==> config.mk <==
export PLATFORM = sky130hd
export DESIGN_NAME = bresenham_line_rasterizer_flat
export DESIGN_NICKNAME = d
export VERILOG_FILES = /design/src/design/brl_pkg.sv /design/src/design/brl_cmd_if.sv /design/src/design/brl_pix_if.sv /design/src/design/brl_front.sv /design/src/design/brl_queue.sv /design/src/design/brl_walk.sv /design/src/design/bresenham_line_rasterizer.sv /design/src/flat_wrapper.sv
export SDC_FILE = /design/constraint.sdc
export NUM_CORES = 1
export LEC_CHECK = 0
export BUFFER_PORTS_ARGS = -buffer_cell sky130_fd_sc_hd__buf_2
export CORE_MARGIN = 2
export CORE_UTILIZATION = 40
export CTS_BUF_LIST = sky130_fd_sc_hd__clkbuf_4
export DETAILED_ROUTE_END_ITERATION = 8
export SYNTH_ARGS = -nofsm -noshare
export SYNTH_HDL_FRONTEND = slang
export SYNTH_SLANG_ARGS = --single-unit
==> constraint.sdc <==
create_clock -name clk -period 12.05 [get_ports clk]
set_input_delay 0.6025 -clock clk [delete_from_list [all_inputs] [get_ports clk]]
set_output_delay 0.6025 -clock clk [all_outputs]
set_load 0.1 [all_outputs]
==> src/design/brl_pkg.sv <==
package brl_pkg;

  localparam int MAX_DIM   = 64;
  localparam int COORD_W   = 6;
  localparam int DIM_W     = 7;
  localparam int ADDR_W    = 12;
  localparam int COLOR_W   = 16;
  localparam int ERR_W     = COORD_W + 4;
  localparam int FRAME_MAX = 64;
  localparam int Q_PTR_W   = 1;
  localparam int Q_DEPTH   = 2;
  localparam int Q_CNT_W   = 2;
  localparam int REG_IDX_W = 1;

  localparam logic [REG_IDX_W-1:0] REG_FRAME_WIDTH  = 1'b0;
  localparam logic [REG_IDX_W-1:0] REG_FRAME_HEIGHT = 1'b1;

  typedef logic [COORD_W-1:0] coord_t;
  typedef logic [DIM_W-1:0]   dim_t;
  typedef logic [COLOR_W-1:0] color_t;

  // classified line request
  typedef struct packed {
    coord_t x;
    coord_t y;
    coord_t xe;
    coord_t ye;
    coord_t adx;
    coord_t ady;
    logic   sx_neg;
    logic   sy_neg;
    color_t color;
  } cmd_t;

  typedef struct packed {
    dim_t width;
    dim_t height;
  } cfg_t;

  function automatic coord_t clamp_coord(coord_t v);
    return (v > coord_t'(MAX_DIM - 1)) ? coord_t'(MAX_DIM - 1) : v;
  endfunction

  function automatic dim_t sat_dim(dim_t v);
    return (v > dim_t'(FRAME_MAX)) ? dim_t'(FRAME_MAX) : v;
  endfunction

endpackage

==> src/design/brl_cmd_if.sv <==
interface brl_cmd_if;
  import brl_pkg::*;

  logic   valid;
  logic   ready;
  coord_t start_x;
  coord_t start_y;
  coord_t end_x;
  coord_t end_y;
  color_t draw_color;

  modport source (output valid, start_x, start_y, end_x, end_y, draw_color, input ready);
  modport sink   (input valid, start_x, start_y, end_x, end_y, draw_color, output ready);
endinterface

==> src/design/brl_pix_if.sv <==
interface brl_pix_if;
  import brl_pkg::*;

  logic                valid;
  logic                ready;
  coord_t              pix_x;
  coord_t              pix_y;
  logic [ADDR_W-1:0]   pixel_addr;
  color_t              pix_color;
  logic                visible;
  logic                last_pixel;

  modport source (output valid, pix_x, pix_y, pixel_addr, pix_color, visible, last_pixel,
                  input ready);
  modport sink   (input valid, pix_x, pix_y, pixel_addr, pix_color, visible, last_pixel,
                  output ready);
endinterface

==> src/design/brl_front.sv <==
module brl_front (
  brl_cmd_if.sink       cmd,
  output brl_pkg::cmd_t push_data,
  output logic          push_valid,
  input  logic          push_ready
);
  import brl_pkg::*;

  coord_t x0, y0, x1, y1;

  assign x0 = clamp_coord(cmd.start_x);
  assign y0 = clamp_coord(cmd.start_y);
  assign x1 = clamp_coord(cmd.end_x);
  assign y1 = clamp_coord(cmd.end_y);

  always_comb begin
    push_data.x      = x0;
    push_data.y      = y0;
    push_data.xe     = x1;
    push_data.ye     = y1;
    push_data.adx    = (x1 >= x0) ? coord_t'(x1 - x0) : coord_t'(x0 - x1);
    push_data.ady    = (y1 >= y0) ? coord_t'(y1 - y0) : coord_t'(y0 - y1);
    push_data.sx_neg = !(x0 < x1);
    push_data.sy_neg = !(y0 < y1);
    push_data.color  = cmd.draw_color;
  end

  assign push_valid = cmd.valid;
  assign cmd.ready  = push_ready;

endmodule

==> src/design/brl_queue.sv <==
module brl_queue (
  input  logic          clk,
  input  logic          rst,
  input  brl_pkg::cmd_t push_data,
  input  logic          push_valid,
  output logic          push_ready,
  output brl_pkg::cmd_t pop_data,
  output logic          pop_valid,
  input  logic          pop
);
  import brl_pkg::*;

  cmd_t               entries [Q_DEPTH];
  logic [Q_PTR_W-1:0] wr_ptr;
  logic [Q_PTR_W-1:0] rd_ptr;
  logic [Q_CNT_W-1:0] count;
  logic               do_push;
  logic               do_pop;

  assign push_ready = (count != Q_CNT_W'(Q_DEPTH));
  assign pop_valid  = (count != '0);
  assign pop_data   = entries[rd_ptr];
  assign do_push    = push_valid && push_ready;
  assign do_pop     = pop && pop_valid;

  always_ff @(posedge clk) begin
    if (do_push) begin
      entries[wr_ptr] <= push_data;
    end
  end

  always_ff @(posedge clk) begin
    if (rst) begin
      wr_ptr <= '0;
      rd_ptr <= '0;
      count  <= '0;
    end else begin
      if (do_push) wr_ptr <= wr_ptr + 1'b1;
      if (do_pop)  rd_ptr <= rd_ptr + 1'b1;
      case ({do_push, do_pop})
        2'b10:   count <= count + 1'b1;
        2'b01:   count <= count - 1'b1;
        default: count <= count;
      endcase
    end
  end

endmodule

==> src/design/brl_walk.sv <==
module brl_walk (
  input  logic          clk,
  input  logic          rst,
  input  brl_pkg::cmd_t q_data,
  input  logic          q_valid,
  output logic          q_pop,
  input  brl_pkg::cfg_t cfg,
  brl_pix_if.source     pix
);
  import brl_pkg::*;

  localparam int PROD_W = COORD_W + DIM_W;

  logic                    active;
  cmd_t                    cur;
  coord_t                  x;
  coord_t                  y;
  logic signed [ERR_W-1:0] err;

  logic                    out_valid;
  coord_t                  out_x;
  coord_t                  out_y;
  logic [ADDR_W-1:0]       out_addr;
  color_t                  out_color;
  logic                    out_visible;
  logic                    out_last;

  logic                    emit;
  logic                    is_last;
  logic                    load_cmd;
  logic signed [ERR_W-1:0] dx_s;
  logic signed [ERR_W-1:0] dy_s;
  logic signed [ERR_W-1:0] e2;
  logic                    step_x;
  logic                    step_y;
  logic signed [ERR_W-1:0] err_next;
  logic [PROD_W-1:0]       addr_full;

  assign emit     = active && (!out_valid || pix.ready);
  assign is_last  = (x == cur.xe) && (y == cur.ye);
  assign load_cmd = q_valid && (!active || (emit && is_last));
  assign q_pop    = load_cmd;

  // error term: dx positive, dy negative
  assign dx_s   = $signed({{(ERR_W-COORD_W){1'b0}}, cur.adx});
  assign dy_s   = -$signed({{(ERR_W-COORD_W){1'b0}}, cur.ady});
  assign e2     = err <<< 1;
  assign step_x = (e2 >= dy_s);
  assign step_y = (e2 <= dx_s);

  always_comb begin
    err_next = err;
    if (step_x) err_next = err_next + dy_s;
    if (step_y) err_next = err_next + dx_s;
  end

  assign addr_full = PROD_W'(y) * PROD_W'(cfg.width) + PROD_W'(x);

  always_ff @(posedge clk) begin
    if (rst) begin
      active <= 1'b0;
    end else if (load_cmd) begin
      active <= 1'b1;
    end else if (emit && is_last) begin
      active <= 1'b0;
    end
  end

  always_ff @(posedge clk) begin
    if (load_cmd) begin
      cur <= q_data;
      x   <= q_data.x;
      y   <= q_data.y;
      err <= $signed({{(ERR_W-COORD_W){1'b0}}, q_data.adx})
           - $signed({{(ERR_W-COORD_W){1'b0}}, q_data.ady});
    end else if (emit && !is_last) begin
      err <= err_next;
      if (step_x) x <= cur.sx_neg ? coord_t'(x - 1'b1) : coord_t'(x + 1'b1);
      if (step_y) y <= cur.sy_neg ? coord_t'(y - 1'b1) : coord_t'(y + 1'b1);
    end
  end

  always_ff @(posedge clk) begin
    if (rst) begin
      out_valid <= 1'b0;
    end else if (emit) begin
      out_valid <= 1'b1;
    end else if (pix.ready) begin
      out_valid <= 1'b0;
    end
  end

  always_ff @(posedge clk) begin
    if (emit) begin
      out_x       <= x;
      out_y       <= y;
      out_addr    <= addr_full[ADDR_W-1:0];
      out_color   <= cur.color;
      out_visible <= ({1'b0, x} < cfg.width) && ({1'b0, y} < cfg.height);
      out_last    <= is_last;
    end
  end

  assign pix.valid      = out_valid;
  assign pix.pix_x      = out_x;
  assign pix.pix_y      = out_y;
  assign pix.pixel_addr = out_addr;
  assign pix.pix_color  = out_color;
  assign pix.visible    = out_visible;
  assign pix.last_pixel = out_last;

  a_last_ends_run: assert property (@(posedge clk) disable iff (rst)
    emit && is_last && !load_cmd |=> !active)
    else $error("walker still busy after last pixel");

  a_stall_holds_walk: assert property (@(posedge clk) disable iff (rst)
    active && !emit |=> $stable(x) && $stable(y) && $stable(err))
    else $error("walker moved while output stalled");

  a_emit_fills_out: assert property (@(posedge clk) disable iff (rst)
    emit |=> out_valid)
    else $error("emitted pixel lost");

  a_load_starts: assert property (@(posedge clk) disable iff (rst)
    load_cmd |=> active)
    else $error("request taken but walker idle");

endmodule

==> src/design/bresenham_line_rasterizer.sv <==
// Line rasteriser: each request (two endpoints and a colour) yields
// max(|dx|,|dy|)+1 pixel results, from 1 to 64, one per clock while the
// pixel sink keeps up; the single error-term step of the walker sets that
// rate, and the next queued request starts on the cycle after its last
// pixel. A two-entry queue lets requests be taken while a line is drawn.
// Pixels outside frame_width x frame_height come out with visible low.
module bresenham_line_rasterizer (
  input  logic                             clk,
  input  logic                             rst,
  brl_cmd_if.sink                          cmd,
  brl_pix_if.source                        pix,
  input  logic                             write_en,
  input  logic [brl_pkg::REG_IDX_W-1:0]    reg_index,
  input  logic [brl_pkg::DIM_W-1:0]        write_data
);
  import brl_pkg::*;

  dim_t frame_width;
  dim_t frame_height;
  cfg_t cfg;
  cmd_t push_data;
  logic push_valid;
  logic push_ready;
  cmd_t q_data;
  logic q_valid;
  logic q_pop;

  always_ff @(posedge clk) begin
    if (rst) begin
      frame_width  <= dim_t'(FRAME_MAX);
      frame_height <= dim_t'(FRAME_MAX);
    end else if (write_en) begin
      case (reg_index)
        REG_FRAME_WIDTH:  frame_width  <= write_data;
        REG_FRAME_HEIGHT: frame_height <= write_data;
        default: ;
      endcase
    end
  end

  assign cfg.width  = sat_dim(frame_width);
  assign cfg.height = sat_dim(frame_height);

  brl_front u_front (
    .cmd        (cmd),
    .push_data  (push_data),
    .push_valid (push_valid),
    .push_ready (push_ready)
  );

  brl_queue u_queue (
    .clk        (clk),
    .rst        (rst),
    .push_data  (push_data),
    .push_valid (push_valid),
    .push_ready (push_ready),
    .pop_data   (q_data),
    .pop_valid  (q_valid),
    .pop        (q_pop)
  );

  brl_walk u_walk (
    .clk     (clk),
    .rst     (rst),
    .q_data  (q_data),
    .q_valid (q_valid),
    .q_pop   (q_pop),
    .cfg     (cfg),
    .pix     (pix)
  );

endmodule

==> src/flat_wrapper.sv <==
// flat-port wrapper written by rule: the top's interface ports become plain ports
module bresenham_line_rasterizer_flat import brl_pkg::*;
  (clk, rst, write_en, reg_index, write_data, cmd_valid, cmd_start_x, cmd_start_y, cmd_end_x, cmd_end_y, cmd_draw_color, cmd_ready, pix_valid, pix_pix_x, pix_pix_y, pix_pixel_addr, pix_pix_color, pix_visible, pix_last_pixel, pix_ready);
  brl_cmd_if cmd_i ();
  brl_pix_if pix_i ();
  input  logic clk;
  input  logic rst;
  input  logic write_en;
  input  logic [brl_pkg::REG_IDX_W-1:0] reg_index;
  input  logic [brl_pkg::DIM_W-1:0] write_data;
  input wire logic [$bits(cmd_i.valid)-1:0] cmd_valid;
  input wire logic [$bits(cmd_i.start_x)-1:0] cmd_start_x;
  input wire logic [$bits(cmd_i.start_y)-1:0] cmd_start_y;
  input wire logic [$bits(cmd_i.end_x)-1:0] cmd_end_x;
  input wire logic [$bits(cmd_i.end_y)-1:0] cmd_end_y;
  input wire logic [$bits(cmd_i.draw_color)-1:0] cmd_draw_color;
  output wire logic [$bits(cmd_i.ready)-1:0] cmd_ready;
  output wire logic [$bits(pix_i.valid)-1:0] pix_valid;
  output wire logic [$bits(pix_i.pix_x)-1:0] pix_pix_x;
  output wire logic [$bits(pix_i.pix_y)-1:0] pix_pix_y;
  output wire logic [$bits(pix_i.pixel_addr)-1:0] pix_pixel_addr;
  output wire logic [$bits(pix_i.pix_color)-1:0] pix_pix_color;
  output wire logic [$bits(pix_i.visible)-1:0] pix_visible;
  output wire logic [$bits(pix_i.last_pixel)-1:0] pix_last_pixel;
  input wire logic [$bits(pix_i.ready)-1:0] pix_ready;
  assign cmd_i.valid = cmd_valid;
  assign cmd_i.start_x = cmd_start_x;
  assign cmd_i.start_y = cmd_start_y;
  assign cmd_i.end_x = cmd_end_x;
  assign cmd_i.end_y = cmd_end_y;
  assign cmd_i.draw_color = cmd_draw_color;
  assign cmd_ready = cmd_i.ready;
  assign pix_valid = pix_i.valid;
  assign pix_pix_x = pix_i.pix_x;
  assign pix_pix_y = pix_i.pix_y;
  assign pix_pixel_addr = pix_i.pixel_addr;
  assign pix_pix_color = pix_i.pix_color;
  assign pix_visible = pix_i.visible;
  assign pix_last_pixel = pix_i.last_pixel;
  assign pix_i.ready = pix_ready;
  bresenham_line_rasterizer u_core (.clk(clk), .rst(rst), .cmd(cmd_i), .pix(pix_i), .write_en(write_en), .reg_index(reg_index), .write_data(write_data));
endmodule
; Word level (Yosys, flattened, before mapping)
; Memory sizes are Yosys's and may differ from the RTL's. A register that Yosys moved wholly into a read port is not among the register bits.
; Index checks and enable logic that the tools add are counted.
[word_totals]
ramBits = 108
inputBits = 53
ff_bits = 126
elab_cells = 117
memories = 1
out_inout_bits = 44
[mem_list]
columns = name, depth, width, read_ports, rd_ports_with_merged_regs, wr, line
row1 = u_core.u_queue.entries, 2, 54, 1, 1, 1, brl_queue.sv:13  ; cmd_t entries [Q_DEPTH];
[op_classes]
magnitude_cmp = 14
n_addsub = 17
bitwise = 1
eq_ne = 5
n_reduce_logical = 26
mux = 29
multipliers = 1
[ops]
columns = operator, count
row1 = 6-bit two-way mux, 14
row2 = 10-bit two-way mux, 4
row3 = "6-bit > comparator, second input constant", 4
row4 = 6-bit subtractor, 4
row5 = "7-bit > comparator, second input constant", 2
row6 = 6-bit by 7-bit less-than comparator with 1-bit output, 2
row7 = 7-bit two-way mux, 2
row8 = 2-bit nonzero test, 7
row9 = 12-bit by 6-bit adder with 12-bit output, 1
row10 = "6-bit by 1-bit adder with 6-bit output, second input constant", 2
row11 = 6-bit == test, 2
row12 = 6-bit greater-or-equal comparator, 2
row13 = 6-bit less-than comparator, 2
row14 = 6-bit by 7-bit multiplier with 12-bit output, 1
row15 = "6-bit by 1-bit subtractor with 6-bit output, second input constant", 2
row16 = 10-bit adder, 1
row17 = 10-bit by 7-bit adder with 10-bit output, 1
row18 = 10-bit greater-or-equal comparator, 1
row19 = 10-bit by 7-bit <= comparator with 1-bit output, 1
row20 = 6-bit negator with 10-bit output, 1
row21 = 1-bit logical AND, 8
row22 = 1-bit two-way mux, 8
row23 = 2-bit AND reduction, 4
row24 = 6-bit by 6-bit subtractor with 7-bit output, 1
row25 = 10 further kinds, 16

; Logic depth before layout (Yosys ltp)
; Gate-level depths: netlist of run 1.
[depth]
ltp_word = 9
mapped_depth = 24
depth_no_buf = 23

; Cells and area by module
; From an unflattened synthesis of run 1, not the netlist that was laid out.
[hier_totals]
cells_unflattened = 1057
area_unflattened_um2 = 13102.6
[by_module_without_submodules]
columns = mod, cells_each, area_each_um2, n_inst
row1 = brl_walk, 626, 7139.3, 1
row2 = brl_queue, 192, 4103.9, 1
row3 = brl_front, 169, 1178.6, 1
row4 = bresenham_line_rasterizer, 70, 680.7, 1

; Worst setup path after synthesis of run 1
; Ideal clock, no wire load.
[synth_path]
path_kind = register to register
from = register u_core.frame_width[6]
to = register u_core.u_walk.out_addr[11] (netlist: u_core.u_walk.pix.pixel_addr[11]), data pin
t_required_ps = 11790
setup_slack_ps = 7608
path_buffers = 1
period_less_slack_ps = 4442
arrival_ps = 4182
setup_time_ps = 260
stages_incl_launch_ff = 19
path_cell_list = dfxtp_1 -> clkbuf_1 -> nor2b_1 -> nand2_1 -> fa_1 -> fa_1 -> inv_1 -> fa_1 -> inv_1 -> fa_1 -> inv_1 -> ha_1 -> inv_1 -> o21bai_1 -> a21oi_1 -> o21ai_1 -> a21o_1 -> a21oi_1 -> xnor2_1
[synth_via]
elab_chain_cells = 4
[synth_lines]
columns = item, line
row1 = from (decl), bresenham_line_rasterizer.sv:18  ; dim_t frame_width;
row2 = from (signal assigned), bresenham_line_rasterizer.sv:30  ; frame_width <= dim_t'(FRAME_MAX);
row3 = from (signal assigned), bresenham_line_rasterizer.sv:34  ; REG_FRAME_WIDTH: frame_width <= write_data;
row4 = 7-bit > comparator, brl_pkg.sv:45  ; return (v > dim_t'(FRAME_MAX)) ? dim_t'(FRAME_MAX) : v;
row5 = 7-bit two-way mux *, brl_pkg.sv:45
row6 = 6-bit by 7-bit multiplier with 12-bit output *, brl_walk.sv:57  ; assign addr_full = PROD_W'(y) * PROD_W'(cfg.width) + PROD_W'(x);
row7 = 12-bit by 6-bit adder with 12-bit output *, brl_walk.sv:57
row8 = net u_core.u_walk.addr_full[11], brl_walk.sv:37  ; logic [PROD_W-1:0] addr_full;
row9 = to (signal assigned), brl_walk.sv:97  ; out_addr <= addr_full[ADDR_W-1:0];
row10 = to (decl), brl_walk.sv:23  ; logic [ADDR_W-1:0] out_addr;
; Mark *: on every way through the listed nets, which the timed path passes. The rest lies on a longest branch.
; A chain may end at the register's enable or synchronous reset.

; Final worst setup path of run 1
; Ends and elaborated chain as after synthesis.

==> summary.md, run 1 <==
| Metric | Value |
|---|---|
| Status | `completed` |
| Post-synth top area cell | `edfxtp_1` |
| Vias per cell | `4.89` |
| Count leader, synth | `edfxtp_1` |
| Clock tree sinks | `~230` |
| Via Count | `7,940` |
| Dpl cell area | `13,700 µm²` |
| Peak VDD IR | `about 0.12 mV` |
| DRT iter0 DRCs | `331` |
| Reg2Reg Depth | `17` |
| Slew Limit Headroom | `approximately 22%` |
| Hold Startpoint | `cmd_draw_color[0]` |
| Vias in the first global route | `8,100` |
| RePlAce Congestion | `0.841` |
| Worst slew pin tran | `approximately 1200 ps` |
| Fmax | `0.207 GHz` |
| Die H | `183 µm` |
| Area taken by multi-input logic gates | `5460 µm²` |
| Critical path class | `register to register` |
| Die area | `33,600 µm²` |
| CP Data Arrival Time | `5250 ps` |
| Initial antenna violation count | `1` |
| Synthesized Nets | `1,239` |
| Flops & latches, synth | `234` |
| R2r startpoint | `u_core.frame_width[6]` |
| Detail Route Antenna Nets | `0` |
| Minimum clock period after layout | `4830 ps` |
| Layout cells sized above 1 | `22.4%` |
| Hold EP | `u_core.u_queue.entries[1][0]` |
| Die W | `approximately 180 µm` |
| Pwr dens | `about 280 nW/µm²` |
| Hold depth | `1` |
| CP endpoint kind | `register` |
| Register area | `6820 µm²` |
| DRC | `0` |
| Top post-synthesis cells by area | `edfxtp_1, ha_1, fa_1` |
| Fin. max-slew vios | `0` |
| Remaining global-route overflow | `0` |
| Ys async rst share | `0%` |
| Ys Warns | `0` |
| Longest Clk Path Bufs | `3` |
| Routed len/inst | `15.5 µm` |
| Clock skew | `69.9 ps` |
| Synth-to-layout area growth | `13.8%` |
| Seq/Total Area, Yosys | `53.1%` |
| Total power | `between 4 and 5 mW` |
| Nets | `1,362` |
| EDFF count, synth | `213` |
| I/O pins | `97` |
| Post-route cell area | `approximately 15,000 µm²` |
| DP HPWL | `around 18 mm` |
| Hold buffers post-CTS | `0` |
| Worst endpoint required time | `12,460 ps` |
| Hold WS | `approximately 110 ps` |
| Crit share post-route | `40.1%` |
| Worst r2r dst | `u_core.u_walk.pix.pixel_addr[11]` |
| Resize count post-CTS | `0` |
| Share of the synthesized area in the top cell type | `49.8%` |
| Worst min path class | `input port to register` |
| Clk Latency, worst-skew pair | `680 ps` |
| Fin Setup TNS | `0 ps` |
| Placed insts | `roughly 1,500` |
| Cell variety after synth | `58` |
| Post-CTS setup buffers | `0` |
| Top FF cell, synth | `edfxtp_1` |
| Most common library cells after synthesis | `edfxtp_1, ha_1, inv_1, a21oi_1, nand2_1` |
| Post-route setup slack | `just over 7000 ps` |
| Filler instances | `2,915` |
| Pre-CTS WS | `7260 ps` |
| CTS tree | `done` |
| Final setup violation count | `0` |
| R2R Setup Slk | `around 7200 ps` |
| H-tree depth | `3` |
| Non-Filler Instances | `1,623` |
| Mapped Cells | `1,047` |
| Maximum number of pins on one net before global-route repair | `55` |
| Drt total wl | `approximately 25 mm` |
| RSZ-0062 raised after global routing | `no` |
| CTS clk-pin slew, worst paths | `roughly 60 ps` |
| CP max FO | `14` |
| IO Port Bufs | `96` |
| First-pass GRT wire length | `40.9 mm` |
| GR Util All Layers | `between 15 and 20%` |
| Clk root buf | `clkbuf_4` |
| Endpoints failing hold | `0` |
| Critical path launch point type | `register` |
| Mean Syn Cell Area | `around 12 µm²` |
| CTS Buf Count | `68` |
| CORE AREA | `31,600 µm²` |
| Maxcap violations | `0` |
| # rows | `between 60 and 70` |
| Static leakage | `6.10 nW` |
| Drt first pass iters | `5` |
| Layout Utilization | `46.3%` |
| Initial Util | `40.7%` |
| Mapped cell area | `12,800 µm²` |
==> layout make-up <==
class | instances | share of cell area (%)
Antenna cell | 1 | 0.0171
Sequential cell | 234 | 46.7
Tap cell | 402 | 3.44
Timing Repair Buffer | 103 | 3.65
Clock inverter | 17 | 0.865
Multi-Input combinational cell | 658 | 37.4
Inverter | 105 | 2.70
Clock buffer | 103 | 5.29
==> power by group <==
group          total, mW  internal [mW]  switching [mW]
Combinational       1.94          0.713            1.23
Clock              0.758          0.417           0.341
Sequential          1.43           1.25           0.185
Total               4.13           2.38            1.75
==> worst max-delay path, stage by stage, from the launching register on <==
cell and delay [ps]:
dfxtp_1 450, nor2b_1 490, nand2_1 150, fa_1 520
fa_1 540, inv_1 50, fa_1 530, inv_1 50
fa_1 490, inv_1 40, ha_1 320, inv_1 70
o21bai_1 60, a21oi_1 220, o21ai_1 140, a21o_1 190
a21oi_1 160, xnor2_1 70
==> per-layer routing <==
layer / track usage, % / up-vias / part of all wire [%]
li1: - / 3981 / -
met1: 20.6 / 3765 / 48
met2: 24.7 / 155 / 45
met3: 3.73 / 39 / 4.6
met4: 5.79 / 0 / 2.0
met5: 0 / - / 0
==> placed cells by master, fill, tap and decap left out, drive strengths merged, types with 3 or more instances in the layout <==
| master | n |
|---|---|
| and2 | 17 |
| buf | 103 |
| a21o | 17 |
| clkinv | 12 |
| nand3b | 3 |
| nor2 | 49 |
| dfxtp | 21 |
| ha | 107 |
| nand2 | 56 |
| nand3 | 13 |
| o21a | 7 |
| a211oi | 10 |
| clkbuf | 103 |
| xor2 | 30 |
| o21ai | 37 |
| fa | 32 |
| nand4 | 4 |
| o21bai | 6 |
| mux2 | 43 |
| nor4 | 3 |
| nor3 | 8 |
| mux2i | 28 |
| inv | 108 |
| a31oi | 5 |
| o22ai | 4 |
| nand2b | 18 |
| a21oi | 63 |
| nor2b | 28 |
| a211o | 4 |
| and3 | 5 |
| xnor2 | 31 |
| or3 | 4 |
| edfxtp | 213 |
==> flip-flops by register name, indices dropped and copies added (netlist names), 2 cells and up, named ones only <==
signal	cells
u_core.u_walk.y	6
u_core.frame_width	7
u_core.u_walk.pix.pix_x	6
u_core.u_queue.entries	108
u_core.u_walk.pix.pixel_addr	12
u_core.u_walk.pix.pix_y	6
u_core.u_walk.pix.pix_color	16
u_core.u_walk.err	9
u_core.u_walk.cur	42
u_core.u_walk.x	6
u_core.u_queue.count	2
u_core.frame_height	7
==> how the worst max path moves through the flow <==
stage                     slack [ps]                               end                  start  depth (start not counted)
final                           7220  u_core.u_walk.pix.pixel_addr[11]  u_core.frame_width[6]                         17
after global routing            6870  u_core.u_walk.pix.pixel_addr[11]  u_core.frame_width[6]                         17
after CTS                       7230  u_core.u_walk.pix.pixel_addr[11]  u_core.frame_width[6]                         17
after detailed placement        7260  u_core.u_walk.pix.pixel_addr[11]  u_core.frame_width[6]                         17
after global placement          7390  u_core.u_walk.pix.pixel_addr[11]  u_core.frame_width[6]                         17
after floorplan                 7610  u_core.u_walk.pix.pixel_addr[11]  u_core.frame_width[6]                         18
==> cells by family after synthesis <==
logic type                 count (synthesis)  share of synthesized area [%]
xor gates and xnor gates                  61                           4.16
muxes                                     71                           5.98
and+or+nand+nor                          216                           8.44
buffers and inverters                    155                           4.58
DFF                                      234                           53.1
adders and majority gates                139                           15.4
AOI/OAI and AO/OA                        171                           8.37
(Power assumes the default switching activity.)
==> run 2: changes to the inputs <==
--- a/config.mk
+++ b/config.mk
@@ -5,6 +5,7 @@
 export SDC_FILE = /design/constraint.sdc
 export NUM_CORES = 1
 export LEC_CHECK = 0
+export ABC_AREA = 1
 export BUFFER_PORTS_ARGS = -buffer_cell sky130_fd_sc_hd__buf_2
 export CORE_MARGIN = 2
 export CORE_UTILIZATION = 40
==> constraint.sdc (replaced) <==
create_clock -name clk -period 4.4 [get_ports clk]
set_input_delay 0.22 -clock clk [delete_from_list [all_inputs] [get_ports clk]]
set_output_delay 0.22 -clock clk [all_outputs]
set_load 0.1 [all_outputs]
==> summary.md, run 2 <==
| Metric | Value |
|---|---|
| Reg2Reg Depth | `19 (+2)` |
| CTS Buf Count | `66 (-2.9%)` |
| Initial antenna violation count | `1 (unchanged)` |
| Crit path from | `u_core.frame_width[6]` |
| Static leakage | `6.93 nW (+14%)` |
| Placed insts | `1,789 (+19%)` |
| DRC | `0 (unchanged)` |
| Met3 WL | `1.24 mm (+6.8%)` |
| Critical path class | `register to register` |
| Clk Latency, worst-skew pair | `670 ps (about the same)` |
| Count leader, synth | `nand2_1` |
| Maximum number of pins on one net before global-route repair | `69 (+25%)` |
| Mapped cell area | `13,000 µm² (+1.2%)` |
| Fin. max-slew vios | `0 (unchanged)` |
| R2R Setup Slk | `230 ps (-6980 ps)` |
| Critical path launch point type | `register` |
| CP Data Arrival Time | `4580 ps (-670 ps)` |
| Ys async rst share | `0% (unchanged)` |
| Drt first pass iters | `5 (unchanged)` |
| Mean Syn Cell Area | `10.3 µm² (-16%)` |
| Endpoints failing hold | `0 (unchanged)` |
| I/O pins | `97 (unchanged)` |
| Die W | `184 µm (+0.58%)` |
| Clock skew | `48.8 ps (-21.1 ps)` |
| Vias in the first global route | `9,216 (+14%)` |
| Most common cell after layout, fill and taps aside | `nand2_1` |
| Slew Limit Headroom | `42.3% (+21 points)` |
| Cell variety after synth | `52 (-10%)` |
| Worst min path class | `input port to register` |
| Top reg by flops | `u_core.u_queue.entries` |
| GR Util All Layers | `17.3% (+1.8 points)` |
| Minimum clock period after layout | `4170 ps (-668 ps)` |
| CP cell instances | `inv_4 -> nand2_1 -> inv_1 -> nand2_1 -> fa_1 -> fa_1 -> inv_1 -> fa_1 -> inv_1 -> fa_1 -> inv_1 -> ha_4 -> nand2_1 -> o21ai_1 -> a21oi_2 -> nor2_1 -> o21ai_0 -> nand2_1 -> xor2_1` |
| Crit share post-route | `94.7% (+55 points)` |
| Pwr dens | `774 nW/µm² (+170%)` |
| Synthesized Nets | `1,452 (+17%)` |
| Top post-synthesis cells by area | `edfxtp_1, ha_1, nand2_1` |
| Clock tree sinks | `234 (unchanged)` |
| Worst path top cell family by delay | `adder cells` |
| EDFF count, synth | `213 (unchanged)` |
| Die area | `34,000 µm² (+1.2%)` |
| Post-synth top area cell | `edfxtp_1` |
| Vias per cell | `4.76 (-2.7%)` |
| Ys Warns | `0 (unchanged)` |
| Clk root buf | `clkbuf_4` |
| Initial Util | `40.3% (-0.45 points)` |
| Final setup violation count | `0 (unchanged)` |
| H-tree depth | `3 (unchanged)` |
| # rows | `66 (+1.5%)` |
| Via Count | `9,312 (+17%)` |
| Highest routed layer | `met4` |
| CTS tree | `done` |
| Fmax | `0.240 GHz (+16%)` |
| Worst path depth | `19 (+2)` |
| Remaining global-route overflow | `0 (unchanged)` |
| CORE AREA | `32,300 µm² (+2.3%)` |
| DR WL met2 | `13.2 mm (+16%)` |
| M1 wire length | `13.5 mm (+12%)` |
| Layout cells sized above 1 | `18.0% (-4.4 points)` |
| Drt total wl | `28.5 mm (+13%)` |
| Max reg flops | `108 (unchanged)` |
| Non-Filler Instances | `1,956 (+21%)` |
| Longest Clk Path Bufs | `3 (unchanged)` |
| Worst path slowest cell | `fa_1` |
| Peak VDD IR | `0.378 mV (+220%)` |
| Worst path bufs/invs | `5 (+1)` |
| Max stage delay on crit path | `540 ps (about the same)` |
| Maxcap violations | `0 (unchanged)` |
| Routed len/inst | `14.6 µm (-5.8%)` |
| Total power | `12.0 mW (+190%)` |
| Synth-to-layout area growth | `19.4%` |
| Top FF cell, synth | `edfxtp_1` |
| Mapped Cells | `1,260 (+20%)` |
| Nets | `1,662 (+22%)` |
| Detail Route Antenna Nets | `0 (unchanged)` |
| Flops & latches, synth | `234 (unchanged)` |
| Most frequent cells in the layout | `nand2_1, edfxtp_1, inv_1` |
| Worst endpoint required time | `4810 ps (-7650 ps)` |
| RePlAce Congestion | `0.912 (+8.4%)` |
| CP max FO | `8 (-6)` |
| IO Port Bufs | `96 (unchanged)` |
| Seq/Total Area, Yosys | `52.4% (-0.63 points)` |
| CTS clk-pin slew, worst paths | `60 ps (about the same)` |
| R2r startpoint | `u_core.frame_width[6]` |
| Layout Utilization | `48.1% (+1.8 points)` |
| Worst r2r dst | `u_core.u_walk.pix.pixel_addr[9]` |
| First-pass GRT wire length | `46.3 mm (+13%)` |
| Die H | `184 µm (+0.58%)` |
| Status | `completed` |
| Crit path to | `u_core.u_walk.pix.pixel_addr[9]` |
| Post-CTS setup buffers | `0 (unchanged)` |
| Share of the synthesized area in the top cell type | `49.2% (-0.59 points)` |
| DP HPWL | `20.3 mm (+16%)` |
| CP endpoint kind | `register` |
| DRT iter0 DRCs | `472 (+43%)` |
| Worst slew pin tran | `865 ps (-297 ps)` |
| Most common library cells after synthesis | `nand2_1, edfxtp_1, inv_1, ha_1, nor2_1` |
[run 2: area by class of cell]
type                    instances  area [µm²]
flip-flops and latches        234        6820
multi-input cells             830        5470
well taps                     442         553
fillers                      2966       16800
inverters                     152         581
repair buffers                186        1290
clock buffers                  87         653
clock inverters                24         154
diodes                          1        2.50
[run 2: power by group]
| part | switching (mW) | internal [mW] | leakage (nW) |
|---|---|---|---|
| Clock | 0.918 | 0.997 | 0.478 |
| Combinational | 4.25 | 2.01 | 4.28 |
| Sequential | 0.392 | 3.45 | 2.17 |
| Total | 5.56 | 6.46 | 6.93 |
[run 2: per-layer routing]
layer	GRT usage [%]	vias to the layer above
li1	-	4688
met1	23.1	4349
met2	28.0	221
met3	3.62	54
met4	6.02	0
met5	0	-
[run 2: how the worst min path moves through the flow]
stage                         startpoint                             end  depth (start not counted)  slack [ps]
finish                         pix_ready            u_core.u_walk.active                          6          70
global route                   pix_ready            u_core.u_walk.active                          6          50
CTS                            pix_ready            u_core.u_walk.active                          6          20
detailed placement  u_core.u_walk.cur[0]  u_core.u_walk.pix.pix_color[0]                          0         400
global placement    u_core.u_walk.cur[0]  u_core.u_walk.pix.pix_color[0]                          0         400
floorplan                            rst            u_core.u_walk.active                          1         290
[run 2: repair_timing]
action                     CTS  global route
cloned                       0             0
hold buffers                55             0
setup endpoints to repair    1             5
pin swaps                    0             2
gates resized for setup      1            14
hold endpoints to repair    99             0
[run 2: kinds of logic (layout without fill, tap and decap cells)]
logic type | count (synthesis) | after routing | share of synthesized area, %
other | 0 | 1 | 0
XOR/XNOR | 58 | 58 | 3.91
AO/OA/AOI/OAI | 161 | 161 | 7.22
multiplexers | 6 | 6 | 0.501
buffers and inverters | 196 | 449 | 5.99
flip-flops | 234 | 234 | 52.4
AND/OR/NAND/NOR | 466 | 466 | 14.7
adder cells (fa/ha/maj) | 139 | 139 | 15.2
[run 2: metrics by stage]
stage | hold slack (ps) | setup slack (ps) | instance area, µm² | TNS [ps]
floorplan | 289 | 26.6 | 13000 | 0
global placement | 401 | 104 | 14100 | 0
detailed placement | 405 | -22.9 | 14100 | -22.9
CTS | 19.7 | 67.1 | 15500 | 0
global route | 49.8 | -51.0 | 15500 | -51.0
finish | 73.6 | 234 | 15500 | 0
[run 2: worst register-to-register path: stages (launching register included)]
cell	delay (ps)
dfxtp_1	330
inv_4	90
nand2_1	70
inv_1	110
nand2_1	80
fa_1	480
fa_1	540
inv_1	60
fa_1	530
inv_1	60
fa_1	510
inv_1	70
ha_4	250
nand2_1	90
o21ai_1	100
a21oi_2	130
nor2_1	50
o21ai_0	140
nand2_1	80
xor2_1	140
